$ cat config.mk
export PLATFORM = sky130hd
export DESIGN_NAME = button_led_sequence_fsm_top
export DESIGN_NICKNAME = d
export VERILOG_FILES = /design/src/hdl/bls_pkg.sv /design/src/hdl/bls_fsm.sv /design/src/hdl/bls_blink.sv /design/src/hdl/button_led_sequence_fsm_top.sv
export SDC_FILE = /design/constraint.sdc
export NUM_CORES = 1
export LEC_CHECK = 0
export ABC_AREA = 1
export BUFFER_PORTS_ARGS = -buffer_cell sky130_fd_sc_hd__buf_2
export CAP_MARGIN = 20
export CORE_MARGIN = 1.5
export CORE_UTILIZATION = 30
export DETAILED_ROUTE_END_ITERATION = 6
export GPL_TIMING_DRIVEN = 0
export PLACE_DENSITY = 0.56
export RECOVER_POWER = 100
export SLEW_MARGIN = 20
export SYNTH_ARGS = -nofsm -noshare
export SYNTH_HDL_FRONTEND = slang
export SYNTH_HIERARCHICAL = 1
export SYNTH_SLANG_ARGS = --single-unit
$ cat constraint.sdc
create_clock -name clk -period 18 [get_ports clk]
set_input_delay 0 -clock clk [delete_from_list [all_inputs] [get_ports clk]]
set_output_delay 0 -clock clk [all_outputs]
set_load 0.03 [all_outputs]
$ cat src/hdl/bls_pkg.sv
package bls_pkg;

  localparam int LED_COUNT = 4;
  localparam int NOW_W     = 32;
  localparam int PRESS_W   = 16;
  localparam int STEP_W    = 14;
  localparam int MULT_W    = 16;
  localparam int CFG_IDX_W = 2;
  localparam int CFG_DAT_W = 16;

  typedef logic [LED_COUNT-1:0] led_mask_t;

  // Configuration register indexes.
  localparam logic [CFG_IDX_W-1:0] CFG_LONG_PRESS = 2'd0;
  localparam logic [CFG_IDX_W-1:0] CFG_EXIT_PRESS = 2'd1;
  localparam logic [CFG_IDX_W-1:0] CFG_STEP       = 2'd2;
  localparam logic [CFG_IDX_W-1:0] CFG_HOLD       = 2'd3;

  // Register values after reset.
  localparam logic [PRESS_W-1:0] LONG_PRESS_RST = 16'd1000;
  localparam logic [PRESS_W-1:0] EXIT_PRESS_RST = 16'd2000;
  localparam logic [STEP_W-1:0]  STEP_RST       = 14'd500;
  localparam logic [PRESS_W-1:0] HOLD_RST       = 16'd2000;

  // Blink timing: 1000 ms period, LED0 high past the 500 ms point.
  // The remainder is split as 1000 = 125 * 8; x / 125 uses a reciprocal.
  localparam logic [9:0]  BLINK_HALF   = 10'd500;
  localparam logic [6:0]  BLINK_DIV    = 7'd125;
  localparam int          RECIP_SHIFT  = 36;
  localparam logic [29:0] RECIP_125    = 30'd549755813;

  // Result codes of the mode field.
  localparam logic [2:0] MODE_IDLE     = 3'd0;
  localparam logic [2:0] MODE_LIGHTING = 3'd1;
  localparam logic [2:0] MODE_LIT      = 3'd2;
  localparam logic [2:0] MODE_BLINKING = 3'd3;
  localparam logic [2:0] MODE_SHUTTING = 3'd4;

  // LED action codes.
  localparam logic [1:0] ACT_NONE = 2'd0;
  localparam logic [1:0] ACT_MASK = 2'd1;
  localparam logic [1:0] ACT_LED0 = 2'd2;

  typedef enum logic [4:0] {
    ST_IDLE     = 5'b00001,
    ST_LIGHTING = 5'b00010,
    ST_LIT      = 5'b00100,
    ST_BLINKING = 5'b01000,
    ST_SHUTTING = 5'b10000
  } mode_t;

  typedef struct packed {
    logic             cmd;
    logic [NOW_W-1:0] now_ms;
    logic             button_level;
    logic             button_changed;
  } in_t;

  typedef struct packed {
    logic [2:0] fsm_state;
    logic [1:0] led_action;
    led_mask_t  led_on_mask;
    led_mask_t  led_off_mask;
    logic       led0_level;
  } out_t;

  // Live configuration, with the step thresholds 1x..4x precomputed.
  typedef struct packed {
    logic [PRESS_W-1:0]                long_press_ms;
    logic [PRESS_W-1:0]                exit_press_ms;
    logic [STEP_W-1:0]                 step_ms;
    logic [PRESS_W-1:0]                hold_ms;
    logic [LED_COUNT-1:0][MULT_W-1:0]  step_mult;
  } cfg_t;

  // Beat leaving the state stage.
  typedef struct packed {
    out_t        res;
    logic        blink;
    logic [28:0] blink_hi;
    logic [2:0]  blink_lo;
  } fsm_beat_t;

  // Beat leaving the reciprocal multiply stage.
  typedef struct packed {
    out_t        res;
    logic        blink;
    logic [21:0] quot;
    logic [8:0]  hi_low;
    logic [2:0]  blink_lo;
  } mul_beat_t;

  function automatic logic [2:0] mode_code(mode_t m);
    logic [2:0] c;
    case (m)
      ST_LIGHTING: c = MODE_LIGHTING;
      ST_LIT:      c = MODE_LIT;
      ST_BLINKING: c = MODE_BLINKING;
      ST_SHUTTING: c = MODE_SHUTTING;
      default:     c = MODE_IDLE;
    endcase
    return c;
  endfunction

  // Thresholds at which LED i changes: (i + 1) * step.
  function automatic logic [LED_COUNT-1:0][MULT_W-1:0] step_mults(logic [STEP_W-1:0] s);
    logic [LED_COUNT-1:0][MULT_W-1:0] m;
    for (int i = 0; i < LED_COUNT; i++) begin
      m[i] = MULT_W'(32'(s) * (i + 1));
    end
    return m;
  endfunction

endpackage

$ cat src/hdl/bls_fsm.sv
module bls_fsm (
  input  logic               clk,
  input  logic               rst_n,
  input  logic               ld,
  input  bls_pkg::in_t       item,
  input  bls_pkg::cfg_t      cfg,
  output bls_pkg::fsm_beat_t beat_r
);
  import bls_pkg::*;

  mode_t            mode_r, mode_nxt;
  logic [NOW_W-1:0] press_start_r, press_start_nxt;
  logic             press_valid_r, press_valid_nxt;
  logic [NOW_W-1:0] entry_r, entry_nxt;
  fsm_beat_t        beat_nxt;
  logic [NOW_W-1:0] elapsed;
  logic [NOW_W-1:0] held;
  led_mask_t        reach;
  led_mask_t        light_on;

  // Step thresholds reached; a zero step reaches them all at once.
  always_comb begin
    for (int i = 0; i < LED_COUNT; i++) begin
      reach[i]                  = elapsed >= NOW_W'(cfg.step_mult[i]);
      light_on[LED_COUNT-1-i]   = reach[i];
    end
  end

  assign elapsed = item.now_ms - entry_r;
  assign held    = item.now_ms - press_start_r;

  // Mode transitions and the LED commands of one item.
  always_comb begin
    mode_nxt        = mode_r;
    press_start_nxt = press_start_r;
    press_valid_nxt = press_valid_r;
    entry_nxt       = entry_r;
    beat_nxt        = '0;
    beat_nxt.res.led_action = ACT_NONE;
    beat_nxt.blink_hi = elapsed[NOW_W-1:3];
    beat_nxt.blink_lo = elapsed[2:0];
    if (item.cmd) begin
      if (item.button_changed) begin
        if (item.button_level) begin
          press_start_nxt = item.now_ms;
          press_valid_nxt = 1'b1;
        end else begin
          if (press_valid_r) begin
            if (mode_r == ST_IDLE && held >= NOW_W'(cfg.long_press_ms)) begin
              mode_nxt = ST_LIGHTING;
            end else if (mode_r == ST_BLINKING && held >= NOW_W'(cfg.exit_press_ms)) begin
              mode_nxt = ST_SHUTTING;
            end
          end
          press_valid_nxt = 1'b0;
        end
      end
    end else begin
      case (mode_r)
        ST_LIGHTING: begin
          beat_nxt.res.led_action   = ACT_MASK;
          beat_nxt.res.led_on_mask  = light_on;
          beat_nxt.res.led_off_mask = ~light_on;
          if (&light_on) begin
            mode_nxt = ST_LIT;
          end
        end
        ST_LIT: begin
          if (elapsed >= NOW_W'(cfg.hold_ms)) begin
            beat_nxt.res.led_action   = ACT_MASK;
            beat_nxt.res.led_off_mask = '1;
            mode_nxt = ST_BLINKING;
          end
        end
        ST_BLINKING: begin
          beat_nxt.res.led_action = ACT_LED0;
          beat_nxt.blink          = 1'b1;
        end
        ST_SHUTTING: begin
          beat_nxt.res.led_action   = ACT_MASK;
          beat_nxt.res.led_off_mask = reach;
          beat_nxt.res.led_on_mask  = ~reach;
          if (&reach) begin
            mode_nxt = ST_IDLE;
          end
        end
        default: begin
        end
      endcase
    end
    if (mode_nxt != mode_r) begin
      entry_nxt = item.now_ms;
    end
    beat_nxt.res.fsm_state = mode_code(mode_nxt);
  end

  // Sequencer state.
  always_ff @(posedge clk) begin
    if (!rst_n) begin
      mode_r        <= ST_IDLE;
      press_start_r <= '0;
      press_valid_r <= 1'b0;
      entry_r       <= '0;
    end else if (ld) begin
      mode_r        <= mode_nxt;
      press_start_r <= press_start_nxt;
      press_valid_r <= press_valid_nxt;
      entry_r       <= entry_nxt;
    end
  end

  // Stage register toward the blink unit.
  always_ff @(posedge clk) begin
    if (ld) begin
      beat_r <= beat_nxt;
    end
  end

endmodule

$ cat src/hdl/bls_blink.sv
module bls_blink (
  input  logic               clk,
  input  logic               ld_mul,
  input  logic               ld_out,
  input  bls_pkg::fsm_beat_t beat,
  output bls_pkg::out_t      out_r
);
  import bls_pkg::*;

  mul_beat_t   mul_r, mul_nxt;
  out_t        out_nxt;
  logic [58:0] prod;
  logic [8:0]  q125;
  logic [8:0]  rem_raw;
  logic [6:0]  rem;
  logic [9:0]  phase;

  // Quotient of the upper bits by 125; low by at most one.
  always_comb begin
    prod             = 59'(beat.blink_hi) * 59'(RECIP_125);
    mul_nxt.res      = beat.res;
    mul_nxt.blink    = beat.blink;
    mul_nxt.quot     = prod[RECIP_SHIFT+21:RECIP_SHIFT];
    mul_nxt.hi_low   = beat.blink_hi[8:0];
    mul_nxt.blink_lo = beat.blink_lo;
  end

  always_ff @(posedge clk) begin
    if (ld_mul) begin
      mul_r <= mul_nxt;
    end
  end

  // Remainder below 250 fits nine bits; one correction brings it under 125.
  always_comb begin
    q125    = 9'(mul_r.quot[8:0] * BLINK_DIV);
    rem_raw = mul_r.hi_low - q125;
    if (rem_raw >= 9'(BLINK_DIV)) begin
      rem = 7'(rem_raw - 9'(BLINK_DIV));
    end else begin
      rem = rem_raw[6:0];
    end
    phase   = {rem, mul_r.blink_lo};
    out_nxt = mul_r.res;
    out_nxt.led0_level = mul_r.blink && (phase > BLINK_HALF);
  end

  always_ff @(posedge clk) begin
    if (ld_out) begin
      out_r <= out_nxt;
    end
  end

endmodule

$ cat src/hdl/button_led_sequence_fsm_top.sv
// LED sequencer driven by timestamped tick and button beats.
// Input channel: in_valid/in_ready with in_data (cmd, now_ms, button_level,
// button_changed). Output channel: out_valid/out_ready with out_data (mode
// after the beat, LED action, on and off masks, LED0 level). Every input
// beat gives exactly one output beat, in order.
// Configuration: cfg_valid/cfg_ready with cfg_index and cfg_data; cfg_ready
// is always high. Write only while no beat is in flight.
// Throughput is one beat per cycle while the receiver keeps out_ready high.
// An accepted beat passes the input register, state stage, blink multiply
// stage and output register to out_valid. The blink phase (elapsed mod 1000)
// is the deepest path and sets the two stages after the state stage.
// Each stage loads when it is empty or its beat moves on, so a stalled
// receiver holds out_data steady while up to three more beats are taken
// before in_ready drops.
// Synchronous active-low reset empties the pipeline, selects idle, clears
// the pending press and loads the default register values.
module button_led_sequence_fsm_top (
  input  logic                              clk,
  input  logic                              rst_n,
  input  logic                              in_valid,
  output logic                              in_ready,
  input  bls_pkg::in_t                      in_data,
  output logic                              out_valid,
  input  logic                              out_ready,
  output bls_pkg::out_t                     out_data,
  input  logic                              cfg_valid,
  output logic                              cfg_ready,
  input  logic [bls_pkg::CFG_IDX_W-1:0]     cfg_index,
  input  logic [bls_pkg::CFG_DAT_W-1:0]     cfg_data
);
  import bls_pkg::*;

  in_t       in_r;
  cfg_t      cfg_r, cfg_nxt;
  fsm_beat_t fsm_beat;
  logic      v0_r, v1_r, v2_r, v3_r;
  logic      rdy1, rdy2, rdy3;
  logic      ld0, ld1, ld2, ld3, ld4;

  // Stage ready chain and load enables.
  assign rdy3     = !v3_r || out_ready;
  assign rdy2     = !v2_r || rdy3;
  assign rdy1     = !v1_r || rdy2;
  assign in_ready = !v0_r || rdy1;
  assign ld0      = in_valid && in_ready;
  assign ld1      = v0_r && rdy1;
  assign ld2      = v1_r && rdy2;
  assign ld3      = v2_r && rdy3;
  assign ld4      = v3_r && out_ready;

  assign out_valid = v3_r;
  assign cfg_ready = 1'b1;

  // Stage occupancy.
  always_ff @(posedge clk) begin
    if (!rst_n) begin
      v0_r <= 1'b0;
      v1_r <= 1'b0;
      v2_r <= 1'b0;
      v3_r <= 1'b0;
    end else begin
      v0_r <= ld0 || (v0_r && !ld1);
      v1_r <= ld1 || (v1_r && !ld2);
      v2_r <= ld2 || (v2_r && !ld3);
      v3_r <= ld3 || (v3_r && !ld4);
    end
  end

  // Input register.
  always_ff @(posedge clk) begin
    if (ld0) begin
      in_r <= in_data;
    end
  end

  // Configuration writes; the step thresholds follow the step register.
  always_comb begin
    cfg_nxt = cfg_r;
    case (cfg_index)
      CFG_LONG_PRESS: cfg_nxt.long_press_ms = cfg_data;
      CFG_EXIT_PRESS: cfg_nxt.exit_press_ms = cfg_data;
      CFG_STEP: begin
        cfg_nxt.step_ms   = cfg_data[STEP_W-1:0];
        cfg_nxt.step_mult = step_mults(cfg_data[STEP_W-1:0]);
      end
      CFG_HOLD:       cfg_nxt.hold_ms = cfg_data;
      default: begin
      end
    endcase
  end

  always_ff @(posedge clk) begin
    if (!rst_n) begin
      cfg_r.long_press_ms <= LONG_PRESS_RST;
      cfg_r.exit_press_ms <= EXIT_PRESS_RST;
      cfg_r.step_ms       <= STEP_RST;
      cfg_r.hold_ms       <= HOLD_RST;
      cfg_r.step_mult     <= step_mults(STEP_RST);
    end else if (cfg_valid && cfg_ready) begin
      cfg_r <= cfg_nxt;
    end
  end

  bls_fsm u_fsm (
    .clk    (clk),
    .rst_n  (rst_n),
    .ld     (ld1),
    .item   (in_r),
    .cfg    (cfg_r),
    .beat_r (fsm_beat)
  );

  bls_blink u_blink (
    .clk    (clk),
    .ld_mul (ld2),
    .ld_out (ld3),
    .beat   (fsm_beat),
    .out_r  (out_data)
  );

endmodule

==> results of run 1 <==
-- metrics by stage --
step	area, um^2	utilization [%]	worst slack [ps]
global placement	33800	32.2	11000
finish	35600	33.9	10830
floorplan	31700	-	11910
CTS	35800	34.1	11020
global route	35600	33.9	10430
detailed placement	33900	32.3	11040
-- placed cells by master, fill, tap and decap left out, types with 60 or more instances in the layout --
| master | instances |
|---|---|
| a21oi_1 | 255 |
| nor2_1 | 294 |
| edfxtp_1 | 129 |
| fa_1 | 276 |
| dfxtp_1 | 151 |
| nand4_1 | 62 |
| nand3_1 | 178 |
| o21ai_0 | 136 |
| dlygate4sd3_1 | 60 |
| ha_1 | 498 |
| nand2_1 | 756 |
| inv_1 | 910 |
-- routing by layer --
metal | share of wire [%] | vias to the layer above | track usage (%)
met2 | 49 | 347 | 29.2
met3 | 2.7 | 103 | 1.35
met5 | 0 | - | 0
met4 | 2.6 | 0 | 4.30
met1 | 45 | 11800 | 20.5
li1 | - | 12900 | -
-- area by class of cell --
class / count / area (um^2)
well taps: 1391 / 1740
fillers: 11200 / 69400
flip-flops and latches: 280 / 6900
inverters: 940 / 3530
repair buffers: 136 / 953
clock inverters: 19 / 264
clock buffers: 46 / 1030
plain buffers: 51 / 256
multi-input cells: 2716 / 20900
-- worst max-delay path by stage --
stage                                           from                          end  depth (start not counted)
final                     u_fsm/beat_r[12]$_DFFE_PP_  u_blink/mul_r[20]$_DFFE_PP_                         24
after global routing      u_fsm/beat_r[12]$_DFFE_PP_  u_blink/mul_r[20]$_DFFE_PP_                         24
after CTS                 u_fsm/beat_r[12]$_DFFE_PP_  u_blink/mul_r[20]$_DFFE_PP_                         24
after detailed placement  u_fsm/beat_r[12]$_DFFE_PP_  u_blink/mul_r[20]$_DFFE_PP_                         24
after global placement    u_fsm/beat_r[12]$_DFFE_PP_  u_blink/mul_r[20]$_DFFE_PP_                         24
after floorplan           u_fsm/beat_r[15]$_DFFE_PP_  u_blink/mul_r[20]$_DFFE_PP_                         24
-- sequential cells by signal, summed over array words and instances (netlist names) --
name                 flops
u_blink/out_r           14
v0_r                     1
u_fsm/beat_r            45
u_blink/mul_r           35
v1_r                     1
u_fsm/entry_r           32
v2_r                     1
u_fsm/mode_r             5
u_fsm/press_start_r     32
in_r                    35
u_fsm/press_valid_r      1
out_valid                1
cfg_r                   77
-- critical path, delay by kind of cell (launching register included) --
kind,cells,cell delay [ps]
xor+xnor,1,60
flops,1,880
buf+inv,5,490
fa+ha+maj,9,4290
simple gates,9,1170
==> out/metrics.csv, run 1 <==
metric,value,unit
tightest_slew,1910,ps
clock-sinks,280,
gp_congestion,0.878,
ant_nets,0,
r2r-end,u_blink/mul_r[20]$_DFFE_PP_,
post_drt_via_cell_ratio,4.51,
status,finished with violations,
clk_pin_slew_worst_paths,70,ps
drt_first_pass_iters,5,
drv_cap,2,
critPathSlowestCell,edfxtp_1,
clk_latency,580,ps
cts-buffers-inserted,36,
dieArea,108000,um^2
failed_checks,"max-capacitance violations, max-slew violations",
core_area,105000,um^2
hold_buffers,60,
hold_class,in2reg,
rows,119,
cts_tree,done,
ios,75,
finalSetupViolCount,0,
overflow,0,
hold_end,in_r[4]$_DFFE_PP_,
fin_nets,4993,
clock.fmax,139,MHz
period_share,39.9,%
reg2regPathDepth,24,
cts_resized,0,
required,18290,ps
worst_setup_path_end_kind,flip-flop,
syn2layout_area_growth,12.3,%
htreeDepth,2,
synthCells,3982,
drc,0,
root_buffer,clkbuf_16,
grt_use_total,16.1,%
synth_area,31700,um^2
startpoint_type,flip-flop,
path_max_fanout,10,
maxSlewViolCount,54,
final-hold-violation-count,0,
port_buffers,72,
path_common_cell,fa_1,
hpwl,71.4,mm
grt_pass1_wl,137,mm
cts.path.max_buffers,3,
critPathKind,reg2reg,
first_global_vias,25800,
holdWs,131,ps
cts_setup_buffers,0,
dieWidth,328,um
crit_chain,inv_1 -> ha_1 -> inv_1 -> fa_1 -> inv_1 -> fa_1 -> fa_1 -> fa_1 -> inv_1 -> fa_1 -> fa_1 -> fa_1 -> ha_1 -> nand2_1 -> nor2_1 -> inv_2 -> nor4_1 -> nand3b_1 -> nand3_1 -> nand2_2 -> nand2_2 -> nand2_1 -> nand2_1 -> xor2_1,
ys.warnings.count,6,
setup_tns,0,ps
finalNonFillerCells,5579,
dp_cells,5454,
wire_per_inst,15.3,um
worstReg2RegStart,u_fsm/beat_r[12]$_DFFE_PP_,
antenna_cells,0,
grt_max_degree,37,
min-delay-start,in_data[4],
start_util,30.2,%
rsz0062_at_grt,no,
hold_path_depth,2,
critPathArrivalTime,7460,ps
slew_headroom,-27.1,%
fin_skew,37.6,ps
drive_gt1_share,5.09,%
antenna_found_initial,0,
syn_area_per_cell,7.96,um^2
dieHeight,328,um
r2r_slack,10830,ps
wl,85.4,mm
max_stage_delay,880,ps
vias,25200,
drt_iter0_markers,1169,
fin_crit,7170,ps
Power of run 1 is left out: the tool's default activity adds up to more than one toggle a clock period on the data nets, which glitch-free logic cannot reach.
==> run 2: changes to the inputs <==
- ABC_AREA: 1 -> 0
- PLACE_DENSITY: 0.56 -> 0.58
- clock period: 18 -> 6.5 ns (I/O delays scaled with it)
==> out/metrics.csv, run 2 <==
metric,value,unit
rows,116,
dieWidth,321,um
cts-buffers-inserted,34,
maxSlewViolCount,62,
grt_util_met2,27.1,%
cp.depth,23,
final_cell_mix,"inv_1 (599), ha_1 (450), nand2_1 (345), fa_1 (262), a21oi_1 (178)",
antenna_found_initial,1,
status,finished with violations,
synth_area,30400,um^2
grt_max_degree,30,
fin_crit,6540,ps
vias,23500,
wl,83.5,mm
start_util,30.3,%
max_stage_delay,540,ps
cp_top_family,adder cells,
syn2layout_area_growth,17.3,%
path_max_fanout,4,
post_drt_via_cell_ratio,4.80,
drv_cap,3,
finalSetupViolCount,1,
clock.fmax,153,MHz
drt_iter0_markers,1403,
root_buffer,clkbuf_16,
htreeDepth,2,
first_global_vias,23400,
drc,0,
cts.path.max_buffers,3,
required,6800,ps
synthCells,3251,
tightest_slew,2300,ps
final-hold-violation-count,0,
failed_checks,"max-capacitance violations, max-slew violations, negative setup slack",
fin_area,35700,um^2
hpwl,65.1,mm
crit_chain,buf_6 -> buf_6 -> ha_4 -> fa_1 -> inv_2 -> fa_1 -> inv_2 -> fa_1 -> fa_1 -> fa_1 -> fa_1 -> inv_1 -> fa_1 -> inv_2 -> ha_4 -> a21o_1 -> a21o_1 -> a21oi_2 -> nor4_2 -> a211o_1 -> a21oi_4 -> nor3_2 -> a311o_1,
syn_area_per_cell,9.36,um^2
ios,75,
clk_latency,580,ps
clock-sinks,280,
reg2regPathDepth,23,
worstReg2RegStart,u_fsm/beat_r[15]$_DFFE_PP_,
setup_ws,-37.1,ps
dieArea,103000,um^2
grt_pass1_wl,130,mm
dieHeight,321,um
min-delay-start,in_data[34],
period_share,101,%
hold_path_depth,2,
globalRouteMet3Util,1.84,%
top_regs,"cfg_r: 77 flops, u_fsm/beat_r: 45 flops",
drive_gt1_share,11.6,%
fin_skew,33.6,ps
worst_setup_path_end_kind,flip-flop,
largest_reg_flops,77,
path_common_cell,fa_1,
port_buffers,72,
rsz0062_at_grt,yes,
postPlaceCellArea,32600,um^2
startpoint_type,flip-flop,
antenna_cells,0,
overflow,0,
regMostFlops,cfg_r,
grt_use_met1,21.5,%
grt_busiest_layer,met2,
drt_first_pass_iters,5,
core_area,100000,um^2
critPathArrivalTime,6840,ps
ant_nets,0,
cts_tree,done,
grt_use_total,16.0,%
cp-startpoint,u_fsm/beat_r[15]$_DFFE_PP_,
gp_congestion,0.885,
ys.warnings.count,6,
clk_pin_slew_worst_paths,60,ps
fin_nets,4353,
slew_headroom,-54.8,%
layout_commonest_cell,inv_1,
hold_class,in2reg,
final_util,35.6,%
worst-path-buf-inv,6,
critPathKind,reg2reg,
wire_per_inst,17.0,um
r2r_slack,-40,ps
critPathSlowestCell,fa_1,
==> run 2: cell types whose count changed in the layout (fill, tap and decap cells not counted), moves of 53 or more <==
cell | previous run | this run
inv_1 | 910 | 599
a21oi_1 | 255 | 178
nor2_1 | 294 | 92
buf_4 | 3 | 84
o21ai_0 | 136 | 83
nand3_1 | 178 | 61
nand2_1 | 756 | 345
==> run 2: what timing repair did <==
| item | CTS | global route |
|---|---|---|
| setup endpoints to repair | 42 | 43 |
| pin swaps | 32 | 43 |
| setup buffers | 83 | 11 |
| endpoints found under the hold margin | 129 | 0 |
| gates resized for setup | 56 | 70 |
| hold buffers | 59 | 0 |
==> run 2: final timing paths <==
path	to
worst min register to register	u_blink/mul_r[0]$_DFFE_PP_
worst min-delay path	in_r[34]$_DFFE_PP_
worst max register to register	u_blink/mul_r[14]$_DFFE_PP_
worst max-delay path	u_blink/mul_r[14]$_DFFE_PP_
==> run 2: stage by stage <==
step                worst slack [ps]  std cells  setup TNS (ps)  hold slack, ps
detailed placement              -975       4689          -17430             178
global route                    -203       4904           -2720             124
global placement                -897       4685          -17350             178
finish                         -37.1       4904           -37.1             142
floorplan                       44.0       3256               0            98.9
CTS                             -102       4893            -160             109
==> run 2: cell type report <==
| cell class | count | area, um^2 |
|---|---|---|
| clock buffers | 47 | 950 |
| multi-input cells | 2282 | 21600 |
| plain buffers | 82 | 423 |
| inverters | 612 | 2300 |
| flip-flops and latches | 280 | 6900 |
| clock inverters | 15 | 223 |
| well taps | 1357 | 1700 |
| repair buffers | 229 | 1660 |
| fillers | 10200 | 64600 |
==> run 2: routing by layer <==
layer	part of all wire [%]	routed length, um
met1	46	38100
met3	4.5	3790
met5	0.014	12
met2	47	39400
met4	2.6	2180
Power of run 2 is left out for the same reason.
==> run 3: changes to the inputs <==
- CORE_UTILIZATION: 30 -> 35
- PLACE_DENSITY: 0.58 -> 0.63
==> out/metrics.csv, run 3 (synthesis results as in run 2) <==
metric,value,unit
wl_met3,4.03,mm
final-seq-area,6900,um^2
critPathSlowestCell,edfxtp_1,
core_area,85700,um^2
hold_path_depth,2,
ant_nets,0,
rsz0062_at_grt,yes,
hold_end,in_r[34]$_DFFE_PP_,
cts.path.max_buffers,3,
maxSlewViolCount,64,
failed_checks,"max-capacitance violations, max-slew violations, negative setup slack",
gp_congestion,0.928,
reg2regPathDepth,22,
post_drt_via_cell_ratio,5.05,
r2r-end,u_blink/mul_r[14]$_DFFE_PP_,
grt_max_degree,30,
grt_pass1_wl,128,mm
postPlaceCellArea,32400,um^2
worst_setup_path_end_kind,flip-flop,
period_share,101,%
holdWs,97.1,ps
drt_first_pass_iters,7,
start_util,35.5,%
crit_chain,buf_12 -> ha_4 -> inv_2 -> fa_1 -> fa_1 -> fa_2 -> fa_1 -> inv_2 -> fa_1 -> fa_1 -> inv_2 -> fa_1 -> inv_2 -> ha_4 -> a21o_1 -> a21o_1 -> a21oi_2 -> nor4_2 -> a211o_1 -> a21oi_4 -> nor3_2 -> a311o_1,
wl_met2,38.3,mm
finalSetupViolCount,2,
min-delay-start,in_data[34],
dieHeight,298,um
fin_area,35400,um^2
vias,23700,
path_max_fanout,4,
rows,107,
setup_ws,-49.1,ps
drv_cap,3,
final_cell_mix,"inv_1 (601), ha_1 (459), nand2_1 (345), fa_1 (256), a21oi_1 (179)",
critPathArrivalTime,6890,ps
dieArea,88700,um^2
first_global_vias,23600,
final-hold-violation-count,0,
clock-sinks,280,
clk_latency,610,ps
largest_reg_flops,77,
tightest_slew,2340,ps
hold_class,in2reg,
layout_commonest_cell,inv_1,
slew_headroom,-57.4,%
fin_crit,6550,ps
multiInputGateArea,21500,um^2
root_buffer,clkbuf_16,
startpoint_type,flip-flop,
overflow,0,
wl,81.0,mm
clock.fmax,153,MHz
top_regs,"cfg_r: 77 flops, u_fsm/beat_r: 45 flops",
hpwl,63.2,mm
grt_use_total,18.0,%
cts-buffers-inserted,31,
syn2layout_area_growth,16.2,%
fin_nets,4360,
worstReg2RegStart,u_fsm/beat_r[16]$_DFFE_PP_,
antenna_cells,0,
drive_gt1_share,11.3,%
ios,75,
m1WireLength,36.2,mm
max_stage_delay,560,ps
port_buffers,72,
antenna_found_initial,1,
status,finished with violations,
critPathKind,reg2reg,
cts_tree,done,
drt_iter0_markers,1385,
top_layer,met4,
clk_pin_slew_worst_paths,70,ps
htreeDepth,1,
path_common_cell,fa_1,
drc,0,
r2r_slack,-50,ps
dieWidth,298,um
wire_per_inst,17.2,um
required,6840,ps
fin_skew,29.9,ps
regMostFlops,cfg_r,
fill_cells,8472,
[run 3: cell count changes in the layout (fill, tap and decap cells not counted), sizes merged]
cell	before	now
clkbuf	144	132
buf	155	165
clkinv	8	12
inv	613	614
bufinv	4	7
[run 3: worst max-delay path by stage]
stage | start | endpoint | slack, ps
final | u_fsm/beat_r[16]$_DFFE_PP_ | u_blink/mul_r[14]$_DFFE_PP_ | -50
after global routing | u_fsm/beat_r[13]$_DFFE_PP_ | u_blink/mul_r[13]$_DFFE_PP_ | -210
after CTS | u_fsm/beat_r[13]$_DFFE_PP_ | u_blink/mul_r[14]$_DFFE_PP_ | 0.03
after detailed placement | u_fsm/beat_r[6]$_DFFE_PP_ | u_blink/mul_r[19]$_DFFE_PP_ | -890
after global placement | u_fsm/beat_r[5]$_DFFE_PP_ | u_blink/mul_r[19]$_DFFE_PP_ | -840
after floorplan | u_fsm/beat_r[30]$_DFFE_PP_ | u_blink/mul_r[19]$_DFFE_PP_ | 40
[run 3: critical path, delay by kind of cell, from the launching register on]
kind	cells	cell delay, ps
buffers and inverters	5	400
AO/OA/AOI/OAI	6	1280
adder cells (fa/ha/maj)	9	3950
AND/OR/NAND/NOR	2	100
flip-flops	1	560
[run 3: area by class of cell]
class | instances | area share, %
inverters | 612 | 6.49
clock buffers | 35 | 2.24
plain buffers | 82 | 1.20
multi-input cells | 2282 | 60.7
flip-flops and latches | 280 | 19.5
well taps | 1144 | 4.05
repair buffers | 239 | 4.92
clock inverters | 23 | 0.898
[run 3: layer usage]
metal	GRT usage (%)	vias to the layer above
li1	-	11600
met1	23.8	11400
met2	31.0	578
met3	2.03	138
met4	4.67	0
met5	0	-
[run 3: timing repair]
action | CTS | global route
hold buffers | 59 | 0
pin swaps | 38 | 54
buffers inserted | 82 | 24
cloned | 0 | 0
endpoints found under the setup margin | 41 | 44
hold endpoints to repair | 133 | 0
gates resized for setup | 59 | 62
[run 3: stage by stage]
stage / setup slack [ps] / utilization (%) / setup TNS [ps] / instances
after global placement: -843 / 37.6 / -10580 / 4472
after CTS: 0.0329 / 40.9 / 0 / 4675
final: -49.1 / 41.3 / -89.1 / 4697
after detailed placement: -886 / 37.8 / -9030 / 4476
after global routing: -212 / 41.3 / -3480 / 4697
after floorplan: 44.0 / - / 0 / 3256
Power of run 3 is left out for the same reason.
